### config.mk
export PLATFORM = sky130hd
export DESIGN_NAME = rc4_key_mem
export DESIGN_NICKNAME = d
export VERILOG_FILES = /design/src/hw/rtl/rc4_pkg.sv /design/src/hw/rtl/rc4_key_mem.sv
export SDC_FILE = /design/constraint.sdc
export NUM_CORES = 2
export LEC_CHECK = 0
export BUFFER_PORTS_ARGS = -buffer_cell sky130_fd_sc_hd__buf_4
export CORE_MARGIN = 3
export CORE_UTILIZATION = 61
export CTS_CLUSTER_SIZE = 28
export DETAILED_ROUTE_END_ITERATION = 8
export PLACE_DENSITY = 0.77
export SYNTH_ARGS = -nofsm -noshare
export SYNTH_HDL_FRONTEND = slang
export SYNTH_SLANG_ARGS = --single-unit
### constraint.sdc
create_clock -name clk -period 5.28 [get_ports clk]
set_input_delay 1.056 -clock clk [delete_from_list [all_inputs] [get_ports clk]]
set_output_delay 1.056 -clock clk [all_outputs]
set_load 0.05 [all_outputs]
### src/hw/rtl/rc4_pkg.sv
// ============================================================================
// rc4_pkg
// Shared types and constants for the RC4 stream cipher engine.
// ============================================================================
package rc4_pkg;

    localparam int BYTE_W     = 8;
    localparam int LEN_W      = 9;
    localparam int TABLE_SIZE = 256;
    localparam int PERM_AW    = 8;

    localparam logic [LEN_W-1:0] KEY_LEN_RESET = 9'd16;

    localparam logic CMD_KEY  = 1'b0;
    localparam logic CMD_DATA = 1'b1;

    typedef enum logic [2:0] {
        ST_IDLE,
        ST_SWAP1,
        ST_SWAP2,
        ST_OUT,
        ST_KS_READ,
        ST_KS_SWAP1,
        ST_KS_SWAP2
    } state_t;

    typedef struct packed {
        logic               clear;
        logic               rd_en;
        logic [PERM_AW-1:0] rd_addr;
        logic               wr_en;
        logic [PERM_AW-1:0] wr_addr;
        logic [BYTE_W-1:0]  wr_data;
    } perm_req_t;

endpackage

### src/hw/rtl/rc4_key_mem.sv
// ============================================================================
// rc4_key_mem
// Key byte store, one write and one registered read per cycle.
// ============================================================================
module rc4_key_mem import rc4_pkg::*; #(
    parameter int DEPTH = 256,
    parameter int AW    = 8
) (
    input  logic              clk,
    input  logic              wr_en,
    input  logic [AW-1:0]     wr_addr,
    input  logic [BYTE_W-1:0] wr_data,
    input  logic              rd_en,
    input  logic [AW-1:0]     rd_addr,
    output logic [BYTE_W-1:0] rdata
);

    logic [BYTE_W-1:0] mem [DEPTH];
    logic [BYTE_W-1:0] rdata_reg;

    always_ff @(posedge clk)
    begin
        if (rd_en)
        begin
            rdata_reg <= mem[rd_addr];
        end
        if (wr_en)
        begin
            mem[wr_addr] <= wr_data;
        end
    end

    assign rdata = rdata_reg;

endmodule

==> reports/qor.csv <==
stage,metric,value,unit
floorplan,die_w,367.3,um
critical_path,critPathKind,in -> reg,
sta,period_share,0.7487,
cts,cts_resized,0,
floorplan,core,0.1287,mm2
critical_path,arrival,4.47,ns
route,wl,195300,um
sta,rsz0062_at_grt,false,
yosys,synth_edf_count,2056,
pwr,pwr-share-clk,0.402,
floorplan,std_cell_rows,131,
cts,htreeDepth,4,
critical_path,critPathCaptureType,flip-flop,
yosys,syn_avg_cell_area,21.33,um2
sta,timing.final.hold_violations,0,
critical_path,worst-path-max-fanout,50,
route,drt_iter0_markers,6598,
sta,drv_slew,0,
global_routing,gr-total-overflow,0,
place,dp_hpwl,114300,um
cells_and_area,largest_register_ffs,2048,
sta,setup_viol,0,
sta,max-slew-margin-rel,0.1141,
cts,cts-buffers-inserted,192,
yosys,synth_top_area_frac,0.7753,
yosys,yosysWarningCount,0,
place,port-buffer-count,34,
route,wl_per_cell,33.85,um
route,viasPerCell,6.968,
route,drc,0,
yosys,synth_seq_area_share,0.7753,
pwr,comb_power_share,0.050,
cells_and_area,finalNonFillerCells,5768,
critical_path,critPathLaunchType,input pin,
cts,cts_root_buffer,clkbuf_16,
pwr,p_int,25.90,mW
yosys,synth_area_leaders,"edfxtp_1, mux4_2, mux2i_1, nor2_1, a22oi_1",
sta,clock.fmax,0.2530,GHz
yosys,synthCells,3733,
cts,clkSinkCount,2056,
sta,finalSetupTns,0,ns
floorplan,die_area,0.1349,mm2
cts,hold_buffers,0,
cells_and_area,postLayoutCellArea,0.08807,mm2
yosys,synthFlopType,edfxtp_1,
pwr,switching_share,0.2131,
route,ant_nets,0,
cells_and_area,layout-drive-gt1-share,0.2270,
global_routing,grtUsageTotal,0.2937,
yosys,async_flop_share,0,
yosys,syn-num-nets,3760,
cts,clk_path_buf_depth,3,
pwr,power_density,373.8,mW/mm2
floorplan,die_h,367.3,um
place,post-place-cells,5405,
global_routing,grt_pass1_vias,40330,
pwr,ir_drop,0.0004924,V
cells_and_area,syn_to_final_growth,10.59,%
yosys,ys_types,54,
global_routing,grt_antenna_before_repair,9,
sta,finalClockSkew,0.02156,ns
floorplan,pin_count,35,
cts,clock_latency,0.82,ns
cells_and_area,nNetsFinal,3898,
route,drt_first_pass_iters,6,
worst_hold_path,min_path_type,in -> reg,
cts,cts_setup_buffers,0,
floorplan,start_util,0.6189,
sta,post-route-min-period,3.953,ns
pwr,power.leakage,27.22,nW
pwr,pwr-share-seq,0.548,
place,place_area,0.08207,mm2
yosys,synth_seq_cells,2056,
cts,path_clk_slew,0.06,ns
job,drv_cap,0,
pwr,switching_power,7.017,mW
yosys,netlist_area,0.07964,mm2
sta,tightest_slew,1.317,ns
yosys,synth_area_leader_cell,edfxtp_1,
run_status,status,finished clean,
cts,cts_tree,yes,
place,gp_congestion,0.8994,
critical_path,crit_required,5.79,ns
route,vias,40190,
global_routing,grt_pass1_wl,284600,um
global_routing,grt_max_degree,159,
[area by class of cell]
class | count | area, um2
timing repair buffer | 177 | 1692
sequential | 2056 | 61740
antenna | 4 | 10.01
fill | 7580 | 40600
multi-input combinational | 1442 | 16480
clock buffer | 219 | 4970
inverter | 2 | 7.507
tap | 1729 | 2163
clock inverter | 139 | 1011
[cells by family (layout without fill, tap and decap cells)]
family	count (synthesis)	in the layout	share of synthesized area
and+or+nand+nor	466	466	0.02625
other	0	4	0
DFF	2056	2056	0.7753
AOI/OAI and AO/OA	385	385	0.03416
buffers and inverters	235	537	0.01829
muxes	591	591	0.1460
[synth_stat cells, types with 2 or more instances]
cell type	n
nor4_1	24
nand3b_1	2
edfxtp_1	2056
a311oi_1	2
a211oi_1	16
buf_8	13
a21oi_1	96
mux2i_1	134
o21ai_1	2
a22oi_1	133
clkbuf_1	111
buf_2	31
or2_2	4
o221ai_1	46
mux4_1	2
o22a_1	5
and2_1	6
nor2_1	282
a221oi_1	13
buf_12	8
nand4_1	10
a2111oi_1	2
buf_4	27
a2111oi_0	2
nor3_1	22
buf_6	21
nand2b_1	8
nor2b_1	31
a31oi_1	2
o21ai_0	10
o211ai_1	10
nand2_1	33
nor4_2	3
nand3_1	34
mux4_2	454
and3b_1	2
o22ai_1	28
o32ai_1	4
a22o_1	8
buf_1	22
[cells in the final DEF (no fill, tap or decap), types with 13 or more instances in the layout]
master / instances
buf_12: 24
clkbuf_1: 24
a211oi_1: 16
buf_4: 141
clkinv_2: 43
nor2b_1: 28
clkinv_1: 69
a22oi_1: 133
mux4_2: 454
nor4_1: 24
a221oi_1: 13
mux2i_1: 134
o22ai_1: 28
nor2_1: 279
a21oi_1: 96
clkbuf_16: 195
nand2_1: 33
nor3_1: 22
edfxtp_1: 2056
nand3_1: 34
o221ai_1: 46
[path summary, 6_finish.rpt]
check                            start                  to  slack (ns)  depth (start not counted)
setup / recovery            rd_addr[1]  rdata[0]$_DFFE_PP_        1.33                          8
hold reg to reg   mem[32][5]$_DFFE_PP_  rdata[5]$_DFFE_PP_        1.04                          6
hold / removal                   rd_en  rdata[5]$_DFFE_PP_        0.63                          1
setup reg to reg  mem[82][3]$_DFFE_PP_  rdata[3]$_DFFE_PP_        1.94                          7
[critical path, stage by stage]
cell and delay [ns]:
buf_8 0.41, or2b_1 0.87, buf_4 0.34, o221ai_1 0.22, o211ai_1 0.23, a21oi_1 0.11, nor4_1 1.03, nor4_2 0.12
[routing by layer]
| layer | global-route usage | part of all wire | vias up |
|---|---|---|---|
| li1 | - | - | 15980 |
| met2 | 0.4533 | 0.48 | 2797 |
| met1 | 0.4072 | 0.36 | 20900 |
| met5 | 0 | 0.00020 | - |
| met3 | 0.07372 | 0.12 | 509 |
| met4 | 0.1261 | 0.046 | 6 |
[stage by stage]
step	worst slack [ns]	util	power [mW]	hold slack, ns
after CTS	1.306	0.6843	32.99	0.5780
after detailed placement	0.4264	0.6378	20.00	1.040
final	1.327	0.6845	32.92	0.6329
after floorplan	2.148	-	19.26	0.8642
after global routing	1.143	0.6844	33.70	0.6034
after global placement	0.4765	0.6378	19.96	0.9756
[power groups by stage]
stage	logic [mW]	clock network (mW)	registers (mW)
finish	1.65	13.2	18.0
global route	1.72	14.0	18.0
CTS	1.64	13.3	18.0
detailed placement	1.62	0	18.4
global placement	1.59	0	18.4
floorplan	0.874	0	18.4
Power figures use the tool's default switching activity.
