===== src/hw/rtl/rc4_pkg.sv =====
// ============================================================================
// rc4_pkg
// Shared types and constants for the RC4 stream cipher engine.
// ============================================================================
package rc4_pkg;

    localparam int BYTE_W     = 8;
    localparam int LEN_W      = 9;
    localparam int TABLE_SIZE = 256;
    localparam int PERM_AW    = 8;

    localparam logic [LEN_W-1:0] KEY_LEN_RESET = 9'd16;

    localparam logic CMD_KEY  = 1'b0;
    localparam logic CMD_DATA = 1'b1;

    typedef enum logic [2:0] {
        ST_IDLE,
        ST_SWAP1,
        ST_SWAP2,
        ST_OUT,
        ST_KS_READ,
        ST_KS_SWAP1,
        ST_KS_SWAP2
    } state_t;

    typedef struct packed {
        logic               clear;
        logic               rd_en;
        logic [PERM_AW-1:0] rd_addr;
        logic               wr_en;
        logic [PERM_AW-1:0] wr_addr;
        logic [BYTE_W-1:0]  wr_data;
    } perm_req_t;

endpackage


===== src/hw/rtl/rc4_perm_mem.sv =====
// ============================================================================
// rc4_perm_mem
// 256-entry permutation memory, one read and one write port, registered read
// (read-first). Per-entry valid bits make unwritten entries read as identity.
// ============================================================================
module rc4_perm_mem import rc4_pkg::*; (
    input  logic              clk,
    input  logic              rst_n,
    input  perm_req_t         req,
    output logic [BYTE_W-1:0] rdata
);

    logic [BYTE_W-1:0]  mem [TABLE_SIZE];
    logic [TABLE_SIZE-1:0] valid_reg;
    logic [BYTE_W-1:0]  data_reg;
    logic [PERM_AW-1:0] addr_reg;
    logic               vld_reg;

    always_ff @(posedge clk)
    begin
        if (req.rd_en)
        begin
            data_reg <= mem[req.rd_addr];
            addr_reg <= req.rd_addr;
        end
        if (req.wr_en)
        begin
            mem[req.wr_addr] <= req.wr_data;
        end
    end

    always_ff @(posedge clk or negedge rst_n)
    begin
        if (!rst_n)
        begin
            valid_reg <= '0;
            vld_reg   <= 1'b0;
        end
        else
        begin
            if (req.rd_en)
            begin
                vld_reg <= valid_reg[req.rd_addr];
            end
            if (req.clear)
            begin
                valid_reg <= '0;
            end
            else if (req.wr_en)
            begin
                valid_reg[req.wr_addr] <= 1'b1;
            end
        end
    end

    assign rdata = vld_reg ? data_reg : BYTE_W'(addr_reg);

endmodule


===== config.mk =====
export PLATFORM = sky130hd
export DESIGN_NAME = rc4_perm_mem
export DESIGN_NICKNAME = d
export VERILOG_FILES = /design/src/hw/rtl/rc4_pkg.sv /design/src/hw/rtl/rc4_perm_mem.sv
export SDC_FILE = /design/constraint.sdc
export NUM_CORES = 2
export LEC_CHECK = 0
export ABC_AREA = 1
export BUFFER_PORTS_ARGS = -buffer_cell sky130_fd_sc_hd__buf_2
export CAP_MARGIN = 5
export CORE_ASPECT_RATIO = 1.75
export CORE_MARGIN = 5
export CORE_UTILIZATION = 63
export CTS_CLUSTER_DIAMETER = 60
export CTS_CLUSTER_SIZE = 30
export DETAILED_ROUTE_END_ITERATION = 16
export HOLD_SLACK_MARGIN = 0.06
export PLACE_DENSITY = 0.79
export SLEW_MARGIN = 20
export SYNTH_ARGS = -nofsm -noshare
export SYNTH_HDL_FRONTEND = slang
export SYNTH_SLANG_ARGS = --single-unit

===== constraint.sdc =====
create_clock -name clk -period 1.6 [get_ports clk]
set_clock_uncertainty 0.1 [all_clocks]
set_input_delay 0.08 -clock clk [delete_from_list [all_inputs] [get_ports clk]]
set_output_delay 0.08 -clock clk [all_outputs]
set_load 0.02 [all_outputs]

==> results_dict.tcl <==
set metrics [dict create \
    hp-class "in -> reg" \
    avgSynthCellArea_sq_um 11.7 \
    synth-simple-area-share_pct 17.3 \
    clk_path_buf_depth 3 \
    fill_cells 9361 \
    synth-seq-cells 2321 \
    max_cap_violations 0 \
    fin_crit_sh_pct 129 \
    synth-edff-count 2064 \
    fin_ws_ns -0.460 \
    numCtsBuffers 90 \
    cts_tree "yes" \
    synth_flop_cell "edfxtp_1" \
    core_area_sq_um 148000 \
    crit_fanout 5 \
    whs_ns 0.0933 \
    design_area_sq_um 107000 \
    synth_warnings 0 \
    layout-drive-gt1-share_pct 15.4 \
    start_util_pct 63.4 \
    cts-htree-levels 3 \
    first_global_vias 66849 \
    numPortBuffers 36 \
    area_delta_synth_final_pct 14.2 \
    endpoint_kind "primary output" \
    tightestPinTransition_ns 0.721 \
    grt_pass1_wl_um 405000 \
    synth_top_area_cell "edfxtp_1" \
    area.sequential_sq_um 68400 \
    antenna_found_initial 8 \
    p_leak_nw 38.2 \
    clock_latency_ns 0.78 \
    cp.arrival_ns 1.88 \
    vias_per_cell 6.46 \
    finalPower_mw 105 \
    drv_slew 0 \
    gp_congestion 0.996 \
    grt_use_total_pct 34.3 \
    die_h_um 521 \
    required_ns 1.42 \
    max_slew_margin_pct 51.9 \
    die_x_um 302 \
    largest_reg_flops 2048 \
    synth-async-reset-ratio_pct 11.1 \
    ir_drop_mv 0.977 \
    synth_cell_types 23 \
    synth_fa_ha_area_share_pct 0 \
    fmax_mhz 485 \
    cts.sinks 2321 \
    clkTransAtPathRegs_ns 0.12 \
    synth-seq-area-share_pct 72.8 \
    syn_inst 8062 \
    firstDrtPassIters 8 \
    syn_area_sq_um 94000 \
    violations "negative setup slack" \
    grt_max_degree 99 \
    finalSetupViolCount 17 \
    synthTopCellsByCount "edfxtp_1 (2,064), nor2_1 (1,517), nand2_1 (1,233)" \
    preCtsSetupSlack_ns -1.06 \
    run_status "complete, but fails checks" \
    synth_nets 8091 \
    hold_viol 0 \
    drtIter0Drc 9419 \
    drc 0 \
    dp_hpwl_um 177000 \
    power.density_nw_per_um2 979 \
    grt-ovfl-total 0 \
    final_antenna_net_count 0 \
    io_pins 37 \
    synth_most_common_cell "edfxtp_1" \
    rsz0062_at_grt "true" \
    synth_compound_area_share_pct 6.48 \
    ctsRootBufferMaster "clkbuf_16" \
    vias 68186 \
    synth_top_family_by_area "simple AND/OR/NAND/NOR gates" \
    min_period_ns 2.06 \
    cp-start-kind "flip-flop" \
    synth_area_leaders "edfxtp_1 (66%), dfrtp_1 (6.8%), nand3_1 (6.3%), nor2_1 (6.1%), nand2_1 (4.9%)" \
    multi_input_area_sq_um 24200 \
    rows 187 \
    synth_top_area_share_pct 65.9 \
    finalNetCount 8519 \
    die-area_sq_um 157000 \
    wirelength_um 273000 \
    place_area_sq_um 102000 \
    synthMuxAreaShare_pct 0.0958 \
    wl_per_cell_um 25.9 \
    setup.worst_path.class "reg -> out" \
    synthXorXnorAreaFrac_pct 0 \
]
layer usage:
metal	GRT usage, %	vias up	wire (um)
met2	55.4	4800	132000
met3	5.79	1082	29400
met1	41.4	32934	86700
met5	0	-	27
met4	26.1	4	24600
li1	-	29366	-
area by class of cell:
type | instances | area share (%)
diodes | 6 | 0.0140
multi-input cells | 5069 | 22.6
inverters | 106 | 0.404
clock buffers | 151 | 2.39
flip-flops and latches | 2321 | 63.7
repair buffers | 902 | 8.43
clock inverters | 17 | 0.177
well taps | 1984 | 2.31
critical path, stage by stage (launching register included):
cell	delay, ns
dfrtp_2	0.45
buf_6	0.15
mux2_4	0.36
buf_6	0.15
cell families after synthesis:
family                 after synthesis
AOI/OAI and AO/OA                 1125
muxes                                8
buffers and inverters              672
DFF                               2321
and+or+nand+nor                   3936
final timing paths:
kind                           startpoint        endpoint  slack [ns]  cells past startpoint
max                               vld_reg        rdata[5]       -0.46                      3
min                                req[3]      mem[92][3]        0.09                      2
max reg2reg                   mem[193][3]     data_reg[3]       -0.35                     11
min reg2reg                valid_reg[112]  valid_reg[112]        0.41                      2
max in group asynchronous           rst_n  valid_reg[153]        0.45                      6
min in group asynchronous           rst_n   valid_reg[84]        0.26                      4
where the power goes:
group | internal [mW] | total (mW) | leakage (nW) | switching (mW)
registers | 66.0 | 66.1 | 22.2 | 0.0630
clock network | 11.4 | 29.1 | 1.32 | 17.7
logic | 3.11 | 9.90 | 14.7 | 6.79
total | 80.5 | 105 | 38.2 | 24.6
cell usage in the layout (no fill, tap or decap), types with 19 or more instances in the layout:
cell type	synthesis	final
edfxtp_1	2064	2064
nor2_1	1517	1498
nand2_1	1233	1212
nand3_1	1183	967
buf_4	40	665
o21ai_0	728	472
o22ai_1	352	345
dfrtp_1	257	256
o21ai_1	8	228
nand3_2	0	171
buf_12	0	164
inv_1	97	94
clkbuf_16	0	93
clkbuf_1	243	56
nand3_4	0	45
o21ai_2	0	36
a21oi_1	32	27
buf_6	31	25
dlygate4sd3_1	0	21
nor2_2	0	19
repair_timing:
action / CTS / global route
pin swaps: 57 / 94
setup endpoints to repair: 17 / 81
hold buffers: 22 / 0
setup buffers: 2 / 5
resized for setup: 300 / 355
gates cloned: 0 / 0
hold endpoints to repair: 2617 / 0
per-stage QoR:
| step | util (%) | cells | setup TNS (ns) |
|---|---|---|---|
| 3_5_place_dp | 69.1 | 10355 | -320.15 |
| 5_1_grt | 72.4 | 10552 | -6.47 |
| 3_3_place_gp | 69.1 | 10355 | -234.72 |
| 6_report | 72.4 | 10556 | -5.65 |
| 2_1_floorplan | - | 8062 | -132.27 |
| 4_1_cts | 71.8 | 10546 | -5.46 |
No activity file was read; power rests on OpenSTA's default activity.
